[config.mk]
export PLATFORM = sky130hd
export DESIGN_NAME = dsib_ctrl
export DESIGN_NICKNAME = d
export VERILOG_FILES = /design/src/rtl/core/depth_sorted_insert_buffer_macros.svh /design/src/rtl/core/dsib_pkg.sv /design/src/rtl/core/dsib_ctrl.sv
export SDC_FILE = /design/constraint.sdc
export NUM_CORES = 1
export LEC_CHECK = 0
export BUFFER_PORTS_ARGS = -buffer_cell sky130_fd_sc_hd__buf_2
export CORE_AREA = 10 10 47 49
export DETAILED_ROUTE_END_ITERATION = 8
export DIE_AREA = 0 0 57 59
export PLACE_DENSITY_LB_ADDON = 0.12
export SYNTH_ARGS = -nofsm -noshare
export SYNTH_HDL_FRONTEND = slang
export SYNTH_SLANG_ARGS = --single-unit
[constraint.sdc]
create_clock -name clk -period 4.4 [get_ports clk]
set_input_delay 0.88 -clock clk [delete_from_list [all_inputs] [get_ports clk]]
set_output_delay 0.88 -clock clk [all_outputs]
set_load 0.02 [all_outputs]
[src/rtl/core/depth_sorted_insert_buffer_macros.svh]
`ifndef DEPTH_SORTED_INSERT_BUFFER_MACROS_SVH
`define DEPTH_SORTED_INSERT_BUFFER_MACROS_SVH
// same-cycle implication
`define DSIB_ASSERT_NOW(lbl, ante, cons, msg) \
  lbl: assert property (@(posedge clk) disable iff (!rst_n) (ante) |-> (cons)) else $error(msg);
// next-cycle implication
`define DSIB_ASSERT_NXT(lbl, ante, cons, msg) \
  lbl: assert property (@(posedge clk) disable iff (!rst_n) (ante) |=> (cons)) else $error(msg);
`endif

[src/rtl/core/dsib_pkg.sv]
`default_nettype none
package dsib_pkg;
  localparam int CAPACITY = 256;
  localparam int AW = $clog2(CAPACITY);
  localparam int CW = $clog2(CAPACITY + 1);

  localparam logic [1:0] FUNC_INSERT = 2'd0;
  localparam logic [1:0] FUNC_POP    = 2'd1;
  localparam logic [1:0] FUNC_CLEAR  = 2'd2;

  localparam logic [1:0] CFG_COEF_X = 2'd0;
  localparam logic [1:0] CFG_COEF_Y = 2'd1;
  localparam logic [1:0] CFG_COEF_Z = 2'd2;
  localparam logic [1:0] CFG_OFFSET = 2'd3;

  typedef struct packed {
    logic       load_in;
    logic       clr_acc;
    logic       mul_step;
    logic [1:0] mul_sel;
    logic       rnd;
    logic       srch_init;
    logic       srch_rd;
    logic       srch_upd;
    logic       shf_init;
    logic       shf_rd;
    logic       shf_wr;
    logic       ins_wr;
    logic       pop_rd;
    logic       pop_fin;
    logic       clr_list;
    logic       res_load;
  } cmd_t;

  typedef struct packed {
    logic [1:0]    func;
    logic          full;
    logic          empty;
    logic          srch_done;
    logic          shf_done;
    logic          out_busy;
    logic [CW-1:0] count;
  } sts_t;

  // logical list position to memory address, ring starting at head
  function automatic logic [AW-1:0] phys(input logic [AW-1:0] h, input logic [CW-1:0] l);
    logic [AW:0] s;
    s = {1'b0, h} + (AW+1)'(l);
    if (s >= (AW+1)'(CAPACITY)) begin
      s = s - (AW+1)'(CAPACITY);
    end
    return s[AW-1:0];
  endfunction
endpackage
`default_nettype wire

[src/rtl/core/dsib_ctrl.sv]
`default_nettype none
module dsib_ctrl (
  input  wire logic          clk,
  input  wire logic          rst_n,
  input  wire logic          in_valid,
  output logic               in_ready,
  input  wire dsib_pkg::sts_t sts,
  output dsib_pkg::cmd_t     cmd
);
  localparam logic [3:0] S_IDLE   = 4'd0;
  localparam logic [3:0] S_DEC    = 4'd1;
  localparam logic [3:0] S_M0     = 4'd2;
  localparam logic [3:0] S_M1     = 4'd3;
  localparam logic [3:0] S_M2     = 4'd4;
  localparam logic [3:0] S_RND    = 4'd5;
  localparam logic [3:0] S_CHK    = 4'd6;
  localparam logic [3:0] S_SRD    = 4'd7;
  localparam logic [3:0] S_SCMP   = 4'd8;
  localparam logic [3:0] S_SHF_RD = 4'd9;
  localparam logic [3:0] S_SHF_WR = 4'd10;
  localparam logic [3:0] S_POPW   = 4'd11;
  localparam logic [3:0] S_DONE   = 4'd12;

  logic [3:0] state_r, state_nxt;

  assign in_ready = (state_r == S_IDLE);

  always_comb begin
    cmd = '0;
    state_nxt = state_r;
    unique case (state_r)
      S_IDLE: begin
        if (in_valid) begin
          cmd.load_in = 1'b1;
          state_nxt = S_DEC;
        end
      end
      S_DEC: begin
        unique case (sts.func)
          dsib_pkg::FUNC_INSERT: begin
            cmd.clr_acc = 1'b1;
            state_nxt = S_M0;
          end
          dsib_pkg::FUNC_POP: begin
            if (sts.empty) begin
              state_nxt = S_DONE;
            end else begin
              cmd.pop_rd = 1'b1;
              state_nxt = S_POPW;
            end
          end
          dsib_pkg::FUNC_CLEAR: begin
            cmd.clr_list = 1'b1;
            state_nxt = S_DONE;
          end
          default: state_nxt = S_DONE;
        endcase
      end
      S_M0: begin
        cmd.mul_step = 1'b1;
        cmd.mul_sel = 2'd0;
        state_nxt = S_M1;
      end
      S_M1: begin
        cmd.mul_step = 1'b1;
        cmd.mul_sel = 2'd1;
        state_nxt = S_M2;
      end
      S_M2: begin
        cmd.mul_step = 1'b1;
        cmd.mul_sel = 2'd2;
        state_nxt = S_RND;
      end
      S_RND: begin
        cmd.rnd = 1'b1;
        state_nxt = S_CHK;
      end
      S_CHK: begin
        if (sts.full) begin
          state_nxt = S_DONE;
        end else begin
          cmd.srch_init = 1'b1;
          state_nxt = S_SRD;
        end
      end
      S_SRD: begin
        if (sts.srch_done) begin
          cmd.shf_init = 1'b1;
          state_nxt = S_SHF_RD;
        end else begin
          cmd.srch_rd = 1'b1;
          state_nxt = S_SCMP;
        end
      end
      S_SCMP: begin
        cmd.srch_upd = 1'b1;
        state_nxt = S_SRD;
      end
      S_SHF_RD: begin
        if (sts.shf_done) begin
          cmd.ins_wr = 1'b1;
          state_nxt = S_DONE;
        end else begin
          cmd.shf_rd = 1'b1;
          state_nxt = S_SHF_WR;
        end
      end
      S_SHF_WR: begin
        cmd.shf_wr = 1'b1;
        state_nxt = S_SHF_RD;
      end
      S_POPW: begin
        cmd.pop_fin = 1'b1;
        state_nxt = S_DONE;
      end
      S_DONE: begin
        if (!sts.out_busy) begin
          cmd.res_load = 1'b1;
          state_nxt = S_IDLE;
        end
      end
      default: state_nxt = S_IDLE;
    endcase
  end

  always_ff @(posedge clk) begin
    if (!rst_n) begin
      state_r <= S_IDLE;
    end else begin
      state_r <= state_nxt;
    end
  end
endmodule
`default_nettype wire

==> out/qor.yml, run 1 <==
synth:
  synthArstFlopShare_pct: 0
  yosysWarnings: 0
  yosys.area.top_type: "dfxtp_1"
  synthFlopType: "dfxtp_1"
  ys_top_cells_by_area: "dfxtp_1 17%, nor3_1 11%, nor2_1 9.5%, a21oi_1 8.5%, nand2b_1 6.6%"
  synth-edff-count: 0
  syn-cell-area_um2: 473
  synth_top_area_share_pct: 16.9
  synth_cells: 73
  ys_seq_area_share_pct: 16.9
  syn-num-nets: 92
  synth.avg_cell_area_um2: 6.48
  ys_types: 27
  synth_seq_cells: 4
clock_tree:
  hold_buffers: 0
  clk_pin_slew_ps: 40
  clk_path_buf_depth: 2
  cts_root_buf: "clkbuf_4"
  cts_tree: "yes"
  clk_latency_ps: 230
  cts_resized: 0
  cts_inserted_buffers: 3
  clkSinkCount: 4
  post_cts_buffers: 0
  h-tree-depth: 1
critical_path:
  slowest_stage: "dfxtp_1"
  reg2reg_depth: 4
  r2r_slack_ps: 2570
  crit_chain: "or4b_4 > nor4b_4 > buf_2"
  cp-end-kind: "output port"
  path_delay_family: "simple AND/OR/NAND/NOR gates"
  cp.depth: 3
  worst-setup-path-type: "reg2out"
  worstSetupStartpointType: "flop"
  critPathBufInv: 1
  critical_path_required_ps: 3520
  crit_arrival_ps: 1920
  cpPeakStageDelay_ps: 650
  crit_fanout: 17
drt:
  vias: 569
  drc_errors: 0
  antenna_left: 0
  drt_wl_total_um: 1510
  drt_iter0_markers: 1
  first_pass_iters: 3
  wl_per_cell_um: 13.3
  vias_per_cell: 5.04
global_route:
  use_met1_pct: 10.2
  antenna_found_initial: 0
  grt_max_degree: 19
  grt_pass1_wl_um: 2460
  grt_pass1_vias: 577
  grt_use_met3_pct: 5.79
  grt_overflow: 0
  use_met2_pct: 13.0
  grt_use_total_pct: 8.63
  grt_busiest_layer: "met2"
layout:
  final_core_util_pct: 44.2
  regArea_um2: 80.1
  diodes: 0
  fill_cells: 166
  layout-drive-gt1-share_pct: 35.1
  largest_register_ffs: 4
  top_register: "state_r"
  largestRegisters: "state_r (4)"
  multiInputGateArea_um2: 343
  final_nets: 118
  final_area_um2: 619
  area_growth_syn_to_layout_pct: 31.0
flow_run:
  drv_cap: 0
placement:
  place_congestion: 0.774
  dp_hpwl_um: 1170
  placed_cell_area_um2: 597
  portBuffers: 27
timing:
  period_needed_ps: 2800
  timing.hold.ws_ps: 698
  clock.fmax_ghz: 0.358
  rsz0062_at_grt: "false"
  tightest_slew_ps: 554
  final_hold_viol_count: 0
  finalSetupViolCount: 0
  slew_viol_final: 0
  relSlewSlack_pct: 63.0
  fin_setup_tns_ps: 0
  fin_crit_sh_pct: 63.6
  skew_ps: 1.72
die:
  fp.dieH_um: 59
  die_x_um: 57
  start_util_pct: 33.8
  die_area_mm2: 0.00336
  core_area_mm2: 0.00140
  pin_count: 37
  rows: 14
run_status:
  status: "finished, final reports clean"
power_and_ir_drop:
  pwr_density_cell_mw_per_mm2: 617
  cellLeakagePower_nw: 0.299
  ir_drop_mv: 0.369
min_path:
  hold_path_class: "reg2reg"
  whs_path_depth: 2
## metal layers
metal,part of all wire [%],vias to the layer above
met5,0,-
met4,0,0
met3,11,0
met2,43,19
met1,46,242
li1,-,308
## power by group
part	internal (mW)	switching (mW)	leakage [nW]
logic	0.0944	0.135	0.252
registers	0.0513	0.0562	0.0330
clock network	0.0305	0.0149	0.0138
total	0.176	0.206	0.299
## area by class of cell
type / instances / share of cell area, %
clock buffer: 3 / 3.64
multi-input combinational: 58 / 55.4
tap: 16 / 3.23
inverter: 5 / 3.03
sequential: 4 / 12.9
timing repair buffer: 27 / 21.8
## cell usage in the layout (no fill, tap or decap)
cell and instances:
a21o_1 1, or2_2 1, o21bai_1 1, or4b_4 1, a211oi_1 1, nand2_1 3
nor3_1 10, or2_1 1, inv_1 5, nor3b_1 3, nor4_1 1, nor2_1 12
dfxtp_1 4, nor2b_1 1, o31a_1 1, o31a_2 1, o21ai_0 2, clkbuf_4 3
o2111ai_1 1, a221oi_1 1, nand3_1 1, nand2b_1 5, nor4b_4 1, buf_2 27
a21oi_1 8, a31oi_1 1
## through the flow
stage | worst slack, ps | std cells | power [mW]
global route | 1500 | 113 | 0.426
CTS | 1600 | 113 | 0.388
global placement | 1850 | 110 | 0.341
finish | 1600 | 113 | 0.382
detailed placement | 1850 | 110 | 0.340
floorplan | 1930 | 73 | 0.281
## Yosys cell counts, types with 2 or more instances
cell type	count
a21oi_1	8
o21ai_0	2
nor3b_1	3
nor3_1	10
nand2_1	3
clkbuf_1	4
nand2b_1	5
dfxtp_1	4
nor2_1	12
inv_1	5
## worst paths after layout
path,from,endpoint
min,state_r[3],state_r[3]
max,state_r[0],cmd[3]
max reg2reg,state_r[0],state_r[0]
min reg2reg,state_r[3],state_r[3]
## cell families (layout without fill, tap and decap cells)
logic type | after synthesis | count (layout) | synth area share (%)
AOI/OAI and AO/OA | 18 | 18 | 24.3
DFF | 4 | 4 | 16.9
buffers and inverters | 11 | 35 | 10.6
and+or+nand+nor | 40 | 40 | 48.1
## worst min-delay path, cell delays in order, from the launching register on
cell and delay, ps:
dfxtp_1 410, o21ai_0 140, a31oi_1 90
Power figures use the tool's default switching activity.
==> run 2, diff against run 1 <==
--- a/config.mk
+++ b/config.mk
@@ -6,9 +6,9 @@
 export NUM_CORES = 1
 export LEC_CHECK = 0
 export BUFFER_PORTS_ARGS = -buffer_cell sky130_fd_sc_hd__buf_2
-export CORE_AREA = 10 10 47 49
+export CORE_MARGIN = 10
+export CORE_UTILIZATION = 34
 export DETAILED_ROUTE_END_ITERATION = 8
-export DIE_AREA = 0 0 57 59
 export PLACE_DENSITY_LB_ADDON = 0.12
 export SYNTH_ARGS = -nofsm -noshare
 export SYNTH_HDL_FRONTEND = slang
==> constraint.sdc (replaced) <==
create_clock -name clk -period 2.5 [get_ports clk]
set_input_delay 0.5 -clock clk [delete_from_list [all_inputs] [get_ports clk]]
set_output_delay 0.5 -clock clk [all_outputs]
set_load 0.02 [all_outputs]
==> run 2 against run 1 <==
Against the previous run: clock-buffer cell count is the same; die area shrank 2.4%; combinational power grew 120%; sequential cell count is the same; worst hold slack lost 180 ps; sequential share of layout area shrank 0.43 points; utilization grew 5.0 points; clock skew grew 2.6 ps; critical path depth is the same; clock power grew 77%; sequential power grew 8%; critical path type unchanged; largest cell class unchanged.
==> out/qor.yml, run 2 (synthesis gave the netlist of run 1 again) <==
clock_tree:
  cts_root_buf: "clkbuf_4"  # unchanged
  clk_latency_ps: 240  # was 230 ps
  cts_inserted_buffers: 3  # unchanged
  cts_resized: 0  # unchanged
  clk_path_buf_depth: 2  # unchanged
  hold_buffers: 0  # unchanged
  h-tree-depth: 1  # unchanged
  post_cts_buffers: 0  # unchanged
  clk_pin_slew_ps: 40  # about the same
  cts_tree: "yes"  # unchanged
  clkSinkCount: 4  # unchanged
drt:
  first_pass_iters: 4  # was 3
  drc_errors: 0  # unchanged
  vias_per_cell: 5.15  # was 5.04
  drt_iter0_markers: 11  # was 1
  wl_per_cell_um: 13.3  # about the same
  vias: 592  # was 569
  antenna_left: 0  # unchanged
  drt_wl_total_um: 1530  # was 1510 µm
power_and_ir_drop:
  cellLeakagePower_nw: 0.314  # was 0.299 nW
  ir_drop_mv: 0.361  # was 0.369 mV
  p_sw_mw: 0.368  # was 0.206 mW
  internal-power_mw: 0.335  # was 0.176 mW
  pwr_density_cell_mw_per_mm2: 1100  # was 617 mW/mm²
  p_seq_share_pct: 16.6  # was 28.1%
  sw_frac_of_total_pct: 52.3  # was 53.9%
  power.share.combinational_pct: 72.0  # was 60.0%
  power_frac_clock_pct: 11.4  # was 11.9%
global_route:
  grt_pass1_vias: 558  # was 577
  grt_max_degree: 18  # was 19
  grt_overflow: 0  # unchanged
  grt_use_total_pct: 9.15  # was 8.63%
  antenna_found_initial: 0  # unchanged
  grt_pass1_wl_um: 2460  # about the same
layout:
  layout-drive-gt1-share_pct: 37.0  # was 35.1%
  largest_register_ffs: 4  # unchanged
  final_common_cell: "buf_2"  # unchanged
  area_growth_syn_to_layout_pct: 35.4  # was 31.0%
  diodes: 0  # unchanged
  layout_common_cells: "27 x buf_2, 12 x nor2_1, 10 x nor3_1"  # unchanged
  final_area_um2: 641  # was 619 µm²
  instances_no_fill: 115  # was 113
  final_core_util_pct: 49.2  # was 44.2%
  largestRegisters: "state_r (4)"  # unchanged
  final_nets: 121  # was 118
  top_register: "state_r"  # unchanged
run_status:
  status: "finished, final reports clean"  # unchanged
timing:
  skew_ps: 4.31  # was 1.72 ps
  slew_viol_final: 0  # unchanged
  final_hold_viol_count: 0  # unchanged
  clock.fmax_ghz: 0.458
  fin_setup_tns_ps: 0  # unchanged
  fin_crit_sh_pct: 87.4
  finalSetupViolCount: 0  # unchanged
  relSlewSlack_pct: 72.3  # was 63.0%
  rsz0062_at_grt: "false"  # unchanged
  period_needed_ps: 2180
  tightest_slew_ps: 415  # was 554 ps
critical_path:
  r2r_slack_ps: 830  # was 2570 ps
  crit_fanout: 13  # was 17
  worst-setup-path-type: "reg2out"  # unchanged
  timing.rr.end: "state_r[1]"  # was state_r[0]
  reg2reg_depth: 4  # unchanged
  crit_arrival_ps: 1680  # was 1920 ps
  cp-end-kind: "output port"  # unchanged
  critical_path_required_ps: 2000  # was 3520 ps
  worstSetupStartpointType: "flop"  # unchanged
  reg2reg_from: "state_r[3]"  # was state_r[0]
min_path:
  hold_path_class: "in2reg"  # was reg2reg
  whs_endpoint: "state_r[1]"  # was state_r[3]
  whs_path_depth: 2  # unchanged
  hold_start: "rst_n"  # was state_r[3]
die:
  die_x_um: 57.3  # was 57 µm
  rows: 13  # was 14
  fp.dieH_um: 57.3  # was 59 µm
  core_area_mm2: 0.00130  # was 0.00140 mm²
  start_util_pct: 36.3  # was 33.8%
  die_area_mm2: 0.00328  # was 0.00336 mm²
  pin_count: 37  # unchanged
placement:
  placed_cell_area_um2: 618  # was 597 µm²
  dp_hpwl_um: 1180  # was 1170 µm
  portBuffers: 27  # unchanged
  place_congestion: 0.814  # was 0.774
  placed_cells: 112  # was 110
flow_run:
  drv_cap: 0  # unchanged
run 2: worst max-delay path by stage:
stage / from / end / slack (ps) / cells after the start
final: state_r[3] / cmd[3] / 320 / 3
after global routing: state_r[3] / cmd[3] / 230 / 3
after detailed placement: state_r[3] / cmd[3] / 570 / 3
after global placement: state_r[3] / cmd[3] / 560 / 3
after floorplan: state_r[2] / cmd[1] / 480 / 3
after CTS: state_r[3] / cmd[3] / 310 / 3
run 2: metrics by stage:
stage               total power, mW  hold slack (ps)  setup WS (ps)
floorplan                     0.494              631            481
global placement              0.626              709            561
detailed placement            0.627              704            571
CTS                           0.712              518            307
global route                  0.770              525            231
finish                        0.704              521            315
run 2: area by class of cell:
class	instances	area, µm²
Sequential cell	4	80.1
Multi-Input combinational cell	58	343
Timing Repair Buffer	30	158
Inverter	5	18.8
Clock buffer	3	22.5
Tap cell	15	18.8
Fill cell	147	661
run 2: power by group through the flow:
| stage | registers, mW | logic (mW) | clock network, mW |
|---|---|---|---|
| floorplan | 0.112 | 0.382 | 0 |
| global placement | 0.118 | 0.508 | 0 |
| detailed placement | 0.117 | 0.509 | 0 |
| CTS | 0.117 | 0.511 | 0.0834 |
| global route | 0.119 | 0.556 | 0.0943 |
| finish | 0.117 | 0.506 | 0.0802 |
run 2: layer usage:
layer  part of all wire [%]  GRT usage, %
met5                      0             0
met4                    2.2          5.03
met3                    6.5          4.65
met2                     39          11.8
met1                     52          11.8
run 2: critical path, cell delays in order (launching register included):
cell and delay (ps):
dfxtp_1 420, or4b_4 580, nor4b_4 240, buf_2 210
